[src/usbb_pkg.sv]
// ----------------------------------------------------------------------------
// usbb_pkg
// Types, codes and constants of the USB serial bridge buffer control.
// ----------------------------------------------------------------------------
`timescale 1ns / 1ps

package usbb_pkg;

  localparam int DEF_TX_DEPTH     = 16;
  localparam int DEF_RX_DEPTH     = 16;
  localparam int DEF_BUS_CLOCK_HZ = 24000000;

  localparam int CMD_W    = 3;
  localparam int ACT_W    = 2;
  localparam int DIV_W    = 14;
  localparam int RXIDX_W  = 4;
  localparam int RXCNT_W  = 5;

  typedef enum logic [CMD_W-1:0] {
    CMD_TX_LOAD    = 3'd0,
    CMD_TX_READY   = 3'd1,
    CMD_RX_BYTE    = 3'd2,
    CMD_RX_SWAP    = 3'd3,
    CMD_LINE_ERROR = 3'd4,
    CMD_GET_STATE  = 3'd5,
    CMD_SEND_BREAK = 3'd6,
    CMD_SET_CODING = 3'd7
  } cmd_t;

  typedef enum logic [ACT_W-1:0] {
    ACT_NONE      = 2'd0,
    ACT_SEND_BYTE = 2'd1,
    ACT_BREAK     = 2'd2,
    ACT_IRQ_OFF   = 2'd3
  } tx_action_t;

  // Serial state / status bits
  localparam logic [7:0] ST_CHANGE  = 8'h80;
  localparam logic [7:0] ST_BASE    = 8'h03;
  localparam logic [7:0] ST_FRAMING = 8'h10;
  localparam logic [7:0] ST_PARITY  = 8'h20;
  localparam logic [7:0] ST_OVERRUN = 8'h40;
  localparam logic [7:0] US_FE      = 8'h02;
  localparam logic [7:0] US_OR      = 8'h08;
  localparam logic [7:0] US_PF      = 8'h01;

  // UART control one bits
  localparam logic [7:0] FC_M  = 8'h10;
  localparam logic [7:0] FC_PE = 8'h02;
  localparam logic [7:0] FC_PT = 8'h01;

  localparam logic [7:0]       BRK_INFINITE = 8'hFF;
  localparam logic [7:0]       BRK_CHARS    = 8'd10;
  localparam logic [15:0]      BLEN_INF     = 16'hFFFF;
  localparam logic [DIV_W-1:0] DIV_SAT      = 14'h3FFF;

  localparam logic [7:0] CBITS_7    = 8'd7;
  localparam logic [7:0] CBITS_8    = 8'd8;
  localparam logic [7:0] PAR_ODD    = 8'd1;
  localparam logic [7:0] PAR_EVEN   = 8'd2;
  localparam logic [7:0] PAR_MARK   = 8'd3;
  localparam logic [7:0] PAR_SPACE  = 8'd4;

  // Controller to datapath
  typedef struct packed {
    logic capture;    // item transfer this cycle
    logic div_start;  // launch baud divide
    logic commit;     // apply state update, load result register
  } ctl_cmd_t;

  // Datapath to controller
  typedef struct packed {
    logic item_coding;  // offered item is set_coding
    logic div_busy;
  } ctl_sts_t;

endpackage

[src/usbb_if.sv]
// ----------------------------------------------------------------------------
// usbb_if
// Valid/ready channels for command items and result items.
// ----------------------------------------------------------------------------
`timescale 1ns / 1ps

interface usbb_item_if;
  import usbb_pkg::*;

  logic             valid;
  logic             ready;
  logic [CMD_W-1:0] cmd;
  logic [7:0]       data_byte;
  logic             last_byte;
  logic [7:0]       uart_status;
  logic [15:0]      break_length;
  logic [31:0]      baud_rate;
  logic [7:0]       char_bits;
  logic [7:0]       parity_kind;

  modport source (
    output valid, cmd, data_byte, last_byte, uart_status, break_length,
           baud_rate, char_bits, parity_kind,
    input  ready
  );
  modport sink (
    input  valid, cmd, data_byte, last_byte, uart_status, break_length,
           baud_rate, char_bits, parity_kind,
    output ready
  );
endinterface

interface usbb_result_if;
  import usbb_pkg::*;

  logic               valid;
  logic               ready;
  logic [ACT_W-1:0]   tx_action;
  logic [7:0]         tx_byte;
  logic               load_busy;
  logic               rx_write;
  logic [RXIDX_W-1:0] rx_index;
  logic [RXCNT_W-1:0] rx_count;
  logic [7:0]         serial_state;
  logic [DIV_W-1:0]   baud_divider;
  logic [7:0]         frame_control;
  logic               stick_bit;
  logic               tx_irq_enable;

  modport source (
    output valid, tx_action, tx_byte, load_busy, rx_write, rx_index, rx_count,
           serial_state, baud_divider, frame_control, stick_bit, tx_irq_enable,
    input  ready
  );
  modport sink (
    input  valid, tx_action, tx_byte, load_busy, rx_write, rx_index, rx_count,
           serial_state, baud_divider, frame_control, stick_bit, tx_irq_enable,
    output ready
  );
endinterface

[src/usb_serial_bridge_buffer_control.sv]
// ----------------------------------------------------------------------------
// usb_serial_bridge_buffer_control
// Transmit/receive buffer and line control between a USB serial endpoint
// and a UART, one command per item.
// ----------------------------------------------------------------------------
// Usage:
//   item   : command transfers (cmd plus its operand fields), valid/ready.
//   result : one result transfer per command, valid/ready. Fields that the
//            command does not use read as zero; tx_irq_enable always shows
//            the transmit interrupt enable after the command.
// Sequence:
//   Every command except set_coding goes from the transfer to the execute
//   state, which updates the state and loads the result register.
//   set_coding adds the restoring baud divider, one quotient bit per cycle,
//   between the transfer and the execute state.
//   item.ready is high only while the sequencer is idle.
// Stall:
//   A result waits in its output register while the next command is taken;
//   that command then holds in execute until the result register is free.
// Reset:
//   rst (synchronous) clears pointers, counts, break and interrupt state;
//   sticky status comes up with the change bit set. item.ready is low while
//   rst is high. The transmit store has no reset and holds nothing valid
//   until a block has been loaded.
// ----------------------------------------------------------------------------
`timescale 1ns / 1ps

module usb_serial_bridge_buffer_control #(
  parameter int TX_DEPTH     = usbb_pkg::DEF_TX_DEPTH,
  parameter int RX_DEPTH     = usbb_pkg::DEF_RX_DEPTH,
  parameter int BUS_CLOCK_HZ = usbb_pkg::DEF_BUS_CLOCK_HZ
) (
  input  logic          clk,
  input  logic          rst,
  usbb_item_if.sink     item,
  usbb_result_if.source result
);
  import usbb_pkg::*;

  ctl_cmd_t ctl;   // sequencer commands
  ctl_sts_t sts;   // datapath status

  // Sequencer: idle / divide / execute, owns the result valid flag.
  usbb_controller u_ctl (
    .clk          (clk),
    .rst          (rst),
    .item_valid   (item.valid),
    .item_ready   (item.ready),
    .result_valid (result.valid),
    .result_ready (result.ready),
    .ctl          (ctl),
    .sts          (sts)
  );

  // Datapath: transmit store, pointers, status, divider, result payload.
  usbb_datapath #(
    .TX_DEPTH     (TX_DEPTH),
    .RX_DEPTH     (RX_DEPTH),
    .BUS_CLOCK_HZ (BUS_CLOCK_HZ)
  ) u_dp (
    .clk           (clk),
    .rst           (rst),
    .ctl           (ctl),
    .sts           (sts),
    .cmd           (item.cmd),
    .data_byte     (item.data_byte),
    .last_byte     (item.last_byte),
    .uart_status   (item.uart_status),
    .break_length  (item.break_length),
    .baud_rate     (item.baud_rate),
    .char_bits     (item.char_bits),
    .parity_kind   (item.parity_kind),
    .tx_action     (result.tx_action),
    .tx_byte       (result.tx_byte),
    .load_busy     (result.load_busy),
    .rx_write      (result.rx_write),
    .rx_index      (result.rx_index),
    .rx_count      (result.rx_count),
    .serial_state  (result.serial_state),
    .baud_divider  (result.baud_divider),
    .frame_control (result.frame_control),
    .stick_bit     (result.stick_bit),
    .tx_irq_enable (result.tx_irq_enable)
  );

endmodule

[src/usbb_divider.sv]
// ----------------------------------------------------------------------------
// usbb_divider
// Restoring divider: (BUS_CLOCK_HZ / 16) / divisor, one quotient bit a cycle.
// ----------------------------------------------------------------------------
`timescale 1ns / 1ps

module usbb_divider #(
  parameter int BUS_CLOCK_HZ = usbb_pkg::DEF_BUS_CLOCK_HZ
) (
  input  logic                       clk,
  input  logic                       rst,
  input  logic                       start,
  input  logic [31:0]                divisor,
  output logic                       busy,
  output logic [usbb_pkg::DIV_W-1:0] quotient
);
  import usbb_pkg::*;

  localparam int DIVIDEND = BUS_CLOCK_HZ / 16;
  localparam int DW       = $clog2(DIVIDEND + 1);
  localparam int CW       = $clog2(DW + 1);

  logic [CW-1:0]    count;
  logic [DW-1:0]    dvd;
  logic [DW-1:0]    rem;
  logic [31:0]      dsr;
  logic [DW:0]      trial;
  logic             fits;

  assign busy  = (count != '0);
  assign trial = {rem, dvd[DW-1]};
  assign fits  = (33'(trial) >= 33'(dsr));

  always_ff @(posedge clk) begin
    if (rst) begin
      count <= '0;
    end else if (start) begin
      count <= CW'(DW);
    end else if (busy) begin
      count <= count - CW'(1);
    end
  end

  always_ff @(posedge clk) begin
    if (start) begin
      dvd      <= DW'(DIVIDEND);
      rem      <= '0;
      dsr      <= divisor;
      quotient <= '0;
    end else if (busy) begin
      dvd      <= {dvd[DW-2:0], 1'b0};
      rem      <= fits ? DW'(trial - (DW+1)'(dsr)) : DW'(trial);
      quotient <= {quotient[DIV_W-2:0], fits};
    end
  end

endmodule

[src/usbb_datapath.sv]
// ----------------------------------------------------------------------------
// usbb_datapath
// Buffer pointers, status registers, transmit store and result register.
// ----------------------------------------------------------------------------
`timescale 1ns / 1ps

module usbb_datapath #(
  parameter int TX_DEPTH     = usbb_pkg::DEF_TX_DEPTH,
  parameter int RX_DEPTH     = usbb_pkg::DEF_RX_DEPTH,
  parameter int BUS_CLOCK_HZ = usbb_pkg::DEF_BUS_CLOCK_HZ
) (
  input  logic                         clk,
  input  logic                         rst,
  input  usbb_pkg::ctl_cmd_t           ctl,
  output usbb_pkg::ctl_sts_t           sts,
  input  logic [usbb_pkg::CMD_W-1:0]   cmd,
  input  logic [7:0]                   data_byte,
  input  logic                         last_byte,
  input  logic [7:0]                   uart_status,
  input  logic [15:0]                  break_length,
  input  logic [31:0]                  baud_rate,
  input  logic [7:0]                   char_bits,
  input  logic [7:0]                   parity_kind,
  output logic [usbb_pkg::ACT_W-1:0]   tx_action,
  output logic [7:0]                   tx_byte,
  output logic                         load_busy,
  output logic                         rx_write,
  output logic [usbb_pkg::RXIDX_W-1:0] rx_index,
  output logic [usbb_pkg::RXCNT_W-1:0] rx_count,
  output logic [7:0]                   serial_state,
  output logic [usbb_pkg::DIV_W-1:0]   baud_divider,
  output logic [7:0]                   frame_control,
  output logic                         stick_bit,
  output logic                         tx_irq_enable
);
  import usbb_pkg::*;

  localparam int TC = $clog2(TX_DEPTH + 1);
  localparam int TI = (TX_DEPTH > 1) ? $clog2(TX_DEPTH) : 1;
  localparam int RC = $clog2(RX_DEPTH + 1);
  localparam int RW = (RC > RXCNT_W) ? RC : RXCNT_W;

  // captured item
  cmd_t        c_cmd;
  logic [7:0]  c_data;
  logic        c_last;
  logic [7:0]  c_ustat;
  logic [15:0] c_blen;
  logic        c_baud_zero;
  logic [7:0]  c_cbits;
  logic [7:0]  c_par;

  // block state
  logic [TC-1:0] tx_head, tx_head_next;
  logic [TC-1:0] tx_count, tx_count_next;
  logic [TC-1:0] load_index, load_index_next;
  logic          load_rejecting, load_rejecting_next;
  logic [RC-1:0] rx_fill, rx_fill_next;
  logic [7:0]    break_remaining, break_remaining_next;
  logic [7:0]    sticky_status, sticky_status_next;
  logic [7:0]    reported_status, reported_status_next;
  logic          tx_irq_on, tx_irq_on_next;

  logic [7:0]    tx_store [2**TI];
  logic [7:0]    rd_data;
  logic          wr_en;

  logic               div_busy;
  logic [DIV_W-1:0]   quotient;
  logic [RW-1:0]      fill_w;

  // result next values
  tx_action_t         r_action;
  logic [7:0]         r_byte;
  logic               r_busy;
  logic               r_write;
  logic [RXIDX_W-1:0] r_index;
  logic [RXCNT_W-1:0] r_count;
  logic [7:0]         r_state;
  logic [DIV_W-1:0]   r_div;
  logic [7:0]         r_fc;
  logic               r_stick;

  usbb_divider #(.BUS_CLOCK_HZ(BUS_CLOCK_HZ)) u_div (
    .clk      (clk),
    .rst      (rst),
    .start    (ctl.div_start),
    .divisor  (baud_rate),
    .busy     (div_busy),
    .quotient (quotient)
  );

  assign sts.item_coding = (cmd == CMD_SET_CODING);
  assign sts.div_busy    = div_busy;
  assign fill_w          = RW'(rx_fill);

  always_ff @(posedge clk) begin
    if (ctl.capture) begin
      c_cmd       <= cmd_t'(cmd);
      c_data      <= data_byte;
      c_last      <= last_byte;
      c_ustat     <= uart_status;
      c_blen      <= break_length;
      c_baud_zero <= (baud_rate == 32'd0);
      c_cbits     <= char_bits;
      c_par       <= parity_kind;
    end
  end

  // transmit store, registered read at the head pointer
  always_ff @(posedge clk) begin
    if (ctl.commit && wr_en) begin
      tx_store[load_index[TI-1:0]] <= c_data;
    end
    rd_data <= tx_store[tx_head[TI-1:0]];
  end

  always_comb begin
    tx_head_next         = tx_head;
    tx_count_next        = tx_count;
    load_index_next      = load_index;
    load_rejecting_next  = load_rejecting;
    rx_fill_next         = rx_fill;
    break_remaining_next = break_remaining;
    sticky_status_next   = sticky_status;
    reported_status_next = reported_status;
    tx_irq_on_next       = tx_irq_on;
    wr_en    = 1'b0;
    r_action = ACT_NONE;
    r_byte   = '0;
    r_busy   = 1'b0;
    r_write  = 1'b0;
    r_index  = '0;
    r_count  = '0;
    r_state  = '0;
    r_div    = '0;
    r_fc     = '0;
    r_stick  = 1'b0;

    case (c_cmd)
      CMD_TX_LOAD: begin
        // busy check happens on the first byte of a block only
        if (load_index == '0 && !load_rejecting && tx_count != '0) begin
          load_rejecting_next = 1'b1;
        end
        if (load_rejecting_next) begin
          r_busy = 1'b1;
          if (c_last) begin
            load_rejecting_next = 1'b0;
          end
        end else begin
          if (load_index < TC'(TX_DEPTH)) begin
            wr_en           = 1'b1;
            load_index_next = load_index + TC'(1);
          end
          if (c_last) begin
            tx_head_next    = '0;
            tx_count_next   = load_index_next;
            load_index_next = '0;
            tx_irq_on_next  = 1'b1;
          end
        end
      end
      CMD_TX_READY: begin
        if (tx_count != '0 && tx_head < TC'(TX_DEPTH)) begin
          r_action     = ACT_SEND_BYTE;
          r_byte       = rd_data;
          tx_head_next = tx_head + TC'(1);
          if (tx_head_next >= tx_count) begin
            tx_count_next = '0;
          end
        end else if (break_remaining != '0) begin
          r_action = ACT_BREAK;
          if (break_remaining != BRK_INFINITE) begin
            break_remaining_next = break_remaining - 8'd1;
          end
        end else begin
          tx_count_next  = '0;
          tx_irq_on_next = 1'b0;
          r_action       = ACT_IRQ_OFF;
        end
      end
      CMD_RX_BYTE: begin
        if (rx_fill >= RC'(RX_DEPTH)) begin
          sticky_status_next = sticky_status | US_OR;
        end else begin
          r_write      = 1'b1;
          r_index      = fill_w[RXIDX_W-1:0];
          rx_fill_next = rx_fill + RC'(1);
        end
      end
      CMD_RX_SWAP: begin
        r_count      = (fill_w > RW'(31)) ? RXCNT_W'(31) : fill_w[RXCNT_W-1:0];
        rx_fill_next = '0;
      end
      CMD_LINE_ERROR: begin
        sticky_status_next = sticky_status | c_ustat;
      end
      CMD_GET_STATE: begin
        r_state = ST_BASE;
        if ((sticky_status & US_FE) != '0) r_state = r_state | ST_FRAMING;
        if ((sticky_status & US_OR) != '0) r_state = r_state | ST_OVERRUN;
        if ((sticky_status & US_PF) != '0) r_state = r_state | ST_PARITY;
        if (reported_status != sticky_status) begin
          reported_status_next = sticky_status;
          r_state              = r_state | ST_CHANGE;
        end
        sticky_status_next = '0;
      end
      CMD_SEND_BREAK: begin
        if (c_blen == BLEN_INF) begin
          break_remaining_next = BRK_INFINITE;
        end else if (c_blen == 16'd0) begin
          break_remaining_next = '0;
        end else begin
          break_remaining_next = BRK_CHARS;
        end
      end
      CMD_SET_CODING: begin
        r_div = c_baud_zero ? DIV_SAT : quotient;
        case (c_cbits)
          CBITS_7: begin
            case (c_par)
              PAR_ODD:  r_fc = FC_PE | FC_PT;
              PAR_EVEN: r_fc = FC_PE;
              default:  r_fc = '0;
            endcase
          end
          CBITS_8: begin
            case (c_par)
              PAR_ODD:   r_fc = FC_M | FC_PE | FC_PT;
              PAR_EVEN:  r_fc = FC_M | FC_PE;
              PAR_MARK: begin
                r_fc    = FC_M;
                r_stick = 1'b1;
              end
              PAR_SPACE: r_fc = FC_M;
              default:   r_fc = '0;
            endcase
          end
          default: r_fc = '0;
        endcase
        // coding change flushes buffers, break and interrupt state; sticky status resets to change
        sticky_status_next   = ST_CHANGE;
        break_remaining_next = '0;
        rx_fill_next         = '0;
        tx_count_next        = '0;
        tx_head_next         = '0;
        load_index_next      = '0;
        load_rejecting_next  = 1'b0;
        tx_irq_on_next       = 1'b0;
      end
      default: begin
      end
    endcase
  end

  always_ff @(posedge clk) begin
    if (rst) begin
      tx_head         <= '0;
      tx_count        <= '0;
      load_index      <= '0;
      load_rejecting  <= 1'b0;
      rx_fill         <= '0;
      break_remaining <= '0;
      sticky_status   <= ST_CHANGE;
      reported_status <= '0;
      tx_irq_on       <= 1'b0;
    end else if (ctl.commit) begin
      tx_head         <= tx_head_next;
      tx_count        <= tx_count_next;
      load_index      <= load_index_next;
      load_rejecting  <= load_rejecting_next;
      rx_fill         <= rx_fill_next;
      break_remaining <= break_remaining_next;
      sticky_status   <= sticky_status_next;
      reported_status <= reported_status_next;
      tx_irq_on       <= tx_irq_on_next;
    end
  end

  always_ff @(posedge clk) begin
    if (ctl.commit) begin
      tx_action     <= r_action;
      tx_byte       <= r_byte;
      load_busy     <= r_busy;
      rx_write      <= r_write;
      rx_index      <= r_index;
      rx_count      <= r_count;
      serial_state  <= r_state;
      baud_divider  <= r_div;
      frame_control <= r_fc;
      stick_bit     <= r_stick;
      tx_irq_enable <= tx_irq_on_next;
    end
  end

endmodule

[src/usbb_controller.sv]
// ----------------------------------------------------------------------------
// usbb_controller
// Sequencer: accept, optional baud divide, execute into the result register.
// ----------------------------------------------------------------------------
`timescale 1ns / 1ps

module usbb_controller (
  input  logic               clk,
  input  logic               rst,
  input  logic               item_valid,
  output logic               item_ready,
  output logic               result_valid,
  input  logic               result_ready,
  output usbb_pkg::ctl_cmd_t ctl,
  input  usbb_pkg::ctl_sts_t sts
);
  import usbb_pkg::*;

  typedef enum logic [2:0] {
    ST_IDLE = 3'b001,
    ST_DIV  = 3'b010,
    ST_EXEC = 3'b100
  } state_t;

  state_t state, state_next;
  logic   out_free;

  // no transfer is taken while reset is high
  assign item_ready    = (state == ST_IDLE) && !rst;
  assign out_free      = !result_valid || result_ready;
  assign ctl.capture   = item_valid && item_ready;
  assign ctl.div_start = ctl.capture && sts.item_coding;
  assign ctl.commit    = (state == ST_EXEC) && out_free;

  always_comb begin
    state_next = state;
    case (state)
      ST_IDLE: begin
        if (ctl.capture) begin
          state_next = sts.item_coding ? ST_DIV : ST_EXEC;
        end
      end
      ST_DIV: begin
        if (!sts.div_busy) state_next = ST_EXEC;
      end
      ST_EXEC: begin
        if (out_free) state_next = ST_IDLE;
      end
      default: state_next = ST_IDLE;
    endcase
  end

  always_ff @(posedge clk) begin
    if (rst) begin
      state        <= ST_IDLE;
      result_valid <= 1'b0;
    end else begin
      state <= state_next;
      if (ctl.commit) begin
        result_valid <= 1'b1;
      end else if (result_ready) begin
        result_valid <= 1'b0;
      end
    end
  end

endmodule

[src/flat_wrapper.sv]
// flat-port wrapper written by rule: the top's interface ports become plain ports
module usb_serial_bridge_buffer_control_flat import usbb_pkg::*;
#(
  parameter int TX_DEPTH     = usbb_pkg::DEF_TX_DEPTH,
  parameter int RX_DEPTH     = usbb_pkg::DEF_RX_DEPTH,
  parameter int BUS_CLOCK_HZ = usbb_pkg::DEF_BUS_CLOCK_HZ
)
  (clk, rst, item_valid, item_cmd, item_data_byte, item_last_byte, item_uart_status, item_break_length, item_baud_rate, item_char_bits, item_parity_kind, item_ready, result_valid, result_tx_action, result_tx_byte, result_load_busy, result_rx_write, result_rx_index, result_rx_count, result_serial_state, result_baud_divider, result_frame_control, result_stick_bit, result_tx_irq_enable, result_ready);
  usbb_item_if item_i ();
  usbb_result_if result_i ();
  input  logic clk;
  input  logic rst;
  input wire logic [$bits(item_i.valid)-1:0] item_valid;
  input wire logic [$bits(item_i.cmd)-1:0] item_cmd;
  input wire logic [$bits(item_i.data_byte)-1:0] item_data_byte;
  input wire logic [$bits(item_i.last_byte)-1:0] item_last_byte;
  input wire logic [$bits(item_i.uart_status)-1:0] item_uart_status;
  input wire logic [$bits(item_i.break_length)-1:0] item_break_length;
  input wire logic [$bits(item_i.baud_rate)-1:0] item_baud_rate;
  input wire logic [$bits(item_i.char_bits)-1:0] item_char_bits;
  input wire logic [$bits(item_i.parity_kind)-1:0] item_parity_kind;
  output wire logic [$bits(item_i.ready)-1:0] item_ready;
  output wire logic [$bits(result_i.valid)-1:0] result_valid;
  output wire logic [$bits(result_i.tx_action)-1:0] result_tx_action;
  output wire logic [$bits(result_i.tx_byte)-1:0] result_tx_byte;
  output wire logic [$bits(result_i.load_busy)-1:0] result_load_busy;
  output wire logic [$bits(result_i.rx_write)-1:0] result_rx_write;
  output wire logic [$bits(result_i.rx_index)-1:0] result_rx_index;
  output wire logic [$bits(result_i.rx_count)-1:0] result_rx_count;
  output wire logic [$bits(result_i.serial_state)-1:0] result_serial_state;
  output wire logic [$bits(result_i.baud_divider)-1:0] result_baud_divider;
  output wire logic [$bits(result_i.frame_control)-1:0] result_frame_control;
  output wire logic [$bits(result_i.stick_bit)-1:0] result_stick_bit;
  output wire logic [$bits(result_i.tx_irq_enable)-1:0] result_tx_irq_enable;
  input wire logic [$bits(result_i.ready)-1:0] result_ready;
  assign item_i.valid = item_valid;
  assign item_i.cmd = item_cmd;
  assign item_i.data_byte = item_data_byte;
  assign item_i.last_byte = item_last_byte;
  assign item_i.uart_status = item_uart_status;
  assign item_i.break_length = item_break_length;
  assign item_i.baud_rate = item_baud_rate;
  assign item_i.char_bits = item_char_bits;
  assign item_i.parity_kind = item_parity_kind;
  assign item_ready = item_i.ready;
  assign result_valid = result_i.valid;
  assign result_tx_action = result_i.tx_action;
  assign result_tx_byte = result_i.tx_byte;
  assign result_load_busy = result_i.load_busy;
  assign result_rx_write = result_i.rx_write;
  assign result_rx_index = result_i.rx_index;
  assign result_rx_count = result_i.rx_count;
  assign result_serial_state = result_i.serial_state;
  assign result_baud_divider = result_i.baud_divider;
  assign result_frame_control = result_i.frame_control;
  assign result_stick_bit = result_i.stick_bit;
  assign result_tx_irq_enable = result_i.tx_irq_enable;
  assign result_i.ready = result_ready;
  usb_serial_bridge_buffer_control #(.TX_DEPTH(TX_DEPTH), .RX_DEPTH(RX_DEPTH), .BUS_CLOCK_HZ(BUS_CLOCK_HZ)) u_core (.clk(clk), .rst(rst), .item(item_i), .result(result_i));
endmodule
[config.mk]
export PLATFORM = sky130hd
export DESIGN_NAME = usb_serial_bridge_buffer_control_flat
export DESIGN_NICKNAME = d
export VERILOG_FILES = /design/src/usbb_pkg.sv /design/src/usbb_if.sv /design/src/usb_serial_bridge_buffer_control.sv /design/src/usbb_divider.sv /design/src/usbb_datapath.sv /design/src/usbb_controller.sv /design/src/flat_wrapper.sv
export SDC_FILE = /design/constraint.sdc
export NUM_CORES = 1
export LEC_CHECK = 0
export BUFFER_PORTS_ARGS = -buffer_cell sky130_fd_sc_hd__buf_2
export CAP_MARGIN = 20
export CORE_ASPECT_RATIO = 0.6
export CORE_MARGIN = 4
export CORE_UTILIZATION = 60
export DETAILED_ROUTE_END_ITERATION = 10
export PLACE_DENSITY_LB_ADDON = 0.12
export SETUP_SLACK_MARGIN = 0.05
export SYNTH_ARGS = -nofsm -noshare
export SYNTH_HDL_FRONTEND = slang
export SYNTH_SLANG_ARGS = --single-unit
[constraint.sdc]
create_clock -name clk -period 9.3 [get_ports clk]
set_input_delay 1.86 -clock clk [delete_from_list [all_inputs] [get_ports clk]]
set_output_delay 1.86 -clock clk [all_outputs]
set_load 0.01 [all_outputs]
==> summary.md <==
| Metric | Value |
|---|---|
| CTS root buffer | `clkbuf_16` |
| RSZ-0062 raised after global routing | `no` |
| Clock sink count | `372` |
| Fraction of registers with async set/reset | `0` |
| Share of the yosys chip area belonging to registers | `0.643` |
| CTS tree | `yes` |
| Average cell area after synthesis | `12.6 um2` |
| Initial Util | `0.613` |
| Placed Area | `16500 um2` |
| Leak pwr | `6.38 nW` |
| Clock Path Buffers | `3` |
| YS warnings | `0` |
| Tot GR Track Use | `0.235` |
| Crit-path slowest cell | `nor4b_1` |
| Share of layout cells above drive strength 1 | `0.190` |
| Dpl hpwl | `23000 um` |
| Worst reg2reg startpoint | `u_core.u_dp.u_div.dsr[0]$_DFFE_PP_` |
| Share of the synthesized area in the top cell type | `0.497` |
| DRC | `0` |
| Initial antenna violation count | `0` |
| Seq. cell area | `10000 um2` |
| TritonRoute pass-1 iters | `5` |
| Count leader, synth | `edfxtp_1` |
| Critical path cell sequence | `buf_2, nor4b_1, buf_2` |
| Core area | `25400 um2` |
| WHS | `453 ps` |
| Global-route wire length before repair | `53400 um` |
| CP Capture Type | `primary output` |
| Yosys cell types | `70` |
| Area of the multi-input gates | `5130 um2` |
| Row count | `45` |
| Number of CTS-inserted buffers | `34` |
| Area grow syn2layout | `13.4%` |
| Yosys top cell by area | `edfxtp_1` |
| Remaining antenna violation count after routing | `0` |
| Final Total Pwr | `0.00401 W` |
| Die width | `216 um` |
| Number of flops mapped to enable cells by yosys | `258` |
| Reg-to-reg endpoint | `u_core.u_dp.u_div.rem[6]$_SDFFE_PP0P_` |
| Largest net degree at the start of global routing | `64` |
| Post-cts repair resize count | `0` |
| Hold Crit Class | `flop to flop` |
| H-tree levels | `2` |
| Setup_tns | `0 ps` |
| Seq cells post-synth | `372` |
| DR vias/cell | `5.78` |
| Worst EP required | `7440 ps` |
| Max incr delay on CP | `530 ps` |
| Final hold violation count | `0` |
| Post-Syn Area | `15600 um2` |
| Slew @ Worst Pin | `1020 ps` |
| Final instance area | `17700 um2` |
| Max FO, Critical Path | `47` |
| GRT overflow | `0` |
| Power density over cell area | `227 nW/um2` |
| FF-to-FF path depth | `11` |
| Clock slew at reported path FFs | `70 ps` |
| Period minus WS final | `4860 ps` |
| Area contributors post-synth | `edfxtp_1 (50%), dfxtp_1 (15%), mux4_2 (5.8%), a21oi_1 (3.5%), ha_1 (3.1%)` |
| Antenna cells | `0` |
| Final Cycle Share | `0.523` |
| Final Setup Violations | `0` |
| Crit path DAT | `3000 ps` |
| Critical setup path kind | `input port to primary output` |
| Crit path from | `rst` |
| Gate Count Post-Synth | `1234` |
| Via Count | `10.1k` |
| Fmax | `0.206 GHz` |
| Final wirelength | `33600 um` |
| Top cells by count, synth | `edfxtp_1 (258), nor2_1 (123), dfxtp_1 (114)` |
| PortBufs | `135` |
| Max-slew violations | `0` |
| Post-CTS Setup Inserts | `0` |
| Final #Nets | `1489` |
| VDD IR max | `0.187 mV` |
| Worst rel slew slack | `0.314` |
| Number of I/O pins | `143` |
| Skew final | `20.3 ps` |
| Main flop type after synthesis | `edfxtp_1` |
| Max-cap viol count | `0` |
| Worst Setup Start Kind | `input port` |
| Hold Buf Count CTS | `0` |
| Chip height | `133 um` |
| R2R setup slack | `6120 ps` |
| DRT iter0 DRCs | `1061` |
| Vias in the first global route | `9652` |
| Crit path top cell by count | `buf_2` |
| Die ar. | `28700 um2` |
| Gpl congestion | `0.894` |
| DR WL/cell | `19.3 um` |
| Worst skew pair latency | `530 ps` |
| Fill count | `1827` |
| Critical path capture point | `item_ready` |
| Outcome | `complete, no violations` |
cells by family after synthesis:
| kind of cell | after synthesis | share of synthesized area |
|---|---|---|
| xor+xnor | 34 | 0.0191 |
| flops | 372 | 0.643 |
| mux | 57 | 0.0687 |
| other cells | 1 | 0.000240 |
| simple gates | 388 | 0.119 |
| buf+inv | 111 | 0.0297 |
| compound gates | 231 | 0.0877 |
| fa+ha+maj | 40 | 0.0326 |
layout by cell type (no fill, tap or decap), types with 12 or more instances in the layout:
| cell type | count |
|---|---|
| a21oi_1 | 110 |
| and2_1 | 19 |
| buf_2 | 137 |
| clkbuf_16 | 36 |
| dfxtp_1 | 113 |
| edfxtp_1 | 258 |
| ha_1 | 39 |
| inv_1 | 45 |
| mux2i_1 | 16 |
| mux4_2 | 40 |
| nand2_1 | 97 |
| nand2b_1 | 13 |
| nand3_1 | 32 |
| nand4_1 | 15 |
| nor2_1 | 122 |
| nor3_1 | 20 |
| nor4_1 | 20 |
| o21ai_0 | 47 |
| xnor2_1 | 12 |
| xor2_1 | 22 |
routing by layer:
metal | vias to the layer above | track usage | part of all wire
met1 | 4804 | 0.385 | 0.48
li1 | 4802 | - | -
met4 | 0 | 0.0476 | 0.015
met5 | - | 0 | 0
met3 | 39 | 0.0519 | 0.092
met2 | 408 | 0.324 | 0.41
flip-flops by register name (all words and copies together), names as in the netlist, 8 cells and up:
| name | flops |
|---|---|
| u_core.u_dp.u_div.quotient | 14 |
| u_core.u_dp.c_cbits | 8 |
| u_core.u_dp.reported_status | 8 |
| u_core.u_dp.c_ustat | 8 |
| u_core.u_dp.tx_store | 128 |
| u_core.u_dp.tx_byte | 8 |
| u_core.u_dp.u_div.rem | 21 |
| u_core.u_dp.u_div.dsr | 32 |
| u_core.u_dp.c_par | 8 |
| u_core.u_dp.break_remaining | 8 |
| u_core.u_dp.c_blen | 16 |
| u_core.u_dp.u_div.dvd | 16 |
| u_core.u_dp.sticky_status | 8 |
| u_core.u_dp.baud_divider | 14 |
| u_core.u_dp.rd_data | 8 |
| u_core.u_dp.c_data | 8 |
worst min-delay path by stage:
stage,depth (start not counted),startpoint,to
global route,2,u_core.u_dp.u_div.dvd[12]$_SDFFE_PP0P_,u_core.u_dp.u_div.dvd[12]$_SDFFE_PP0P_
global placement,2,u_core.u_dp.u_div.dvd[5]$_SDFFE_PP1P_,u_core.u_dp.u_div.dvd[5]$_SDFFE_PP1P_
CTS,2,u_core.u_dp.u_div.dvd[5]$_SDFFE_PP1P_,u_core.u_dp.u_div.dvd[5]$_SDFFE_PP1P_
detailed placement,2,u_core.u_dp.u_div.dvd[5]$_SDFFE_PP1P_,u_core.u_dp.u_div.dvd[5]$_SDFFE_PP1P_
floorplan,2,u_core.u_dp.u_div.dvd[5]$_SDFFE_PP1P_,u_core.u_dp.u_div.dvd[5]$_SDFFE_PP1P_
finish,2,u_core.u_dp.u_div.dvd[12]$_SDFFE_PP0P_,u_core.u_dp.u_div.dvd[12]$_SDFFE_PP0P_
where the power goes:
part           switching, W  internal (W)  total (W)
clock              0.000605      0.000800    0.00140
sequential        0.0000681       0.00186    0.00193
combinational      0.000416      0.000262   0.000677
total               0.00109       0.00292    0.00401
through the flow:
stage / instances / util / worst slack [ps]
CTS: 1735 / 0.694 / 4420
finish: 1738 / 0.695 / 4440
floorplan: 1240 / - / 4830
global route: 1738 / 0.695 / 4370
detailed placement: 1674 / 0.649 / 4430
global placement: 1672 / 0.649 / 4470
critical path: cells and delay by family:
kind,cells,cell delay (ps)
and+or+nand+nor,1,530
buffers and inverters,2,600
area by class of cell:
| type | instances | area share |
|---|---|---|
| clock inverter | 14 | 0.00842 |
| inverter | 49 | 0.0104 |
| multi-input combinational | 757 | 0.290 |
| sequential | 372 | 0.567 |
| tap | 352 | 0.0249 |
| timing repair buffer | 147 | 0.0437 |
| clock buffer | 47 | 0.0552 |
(Power assumes the default switching activity.)
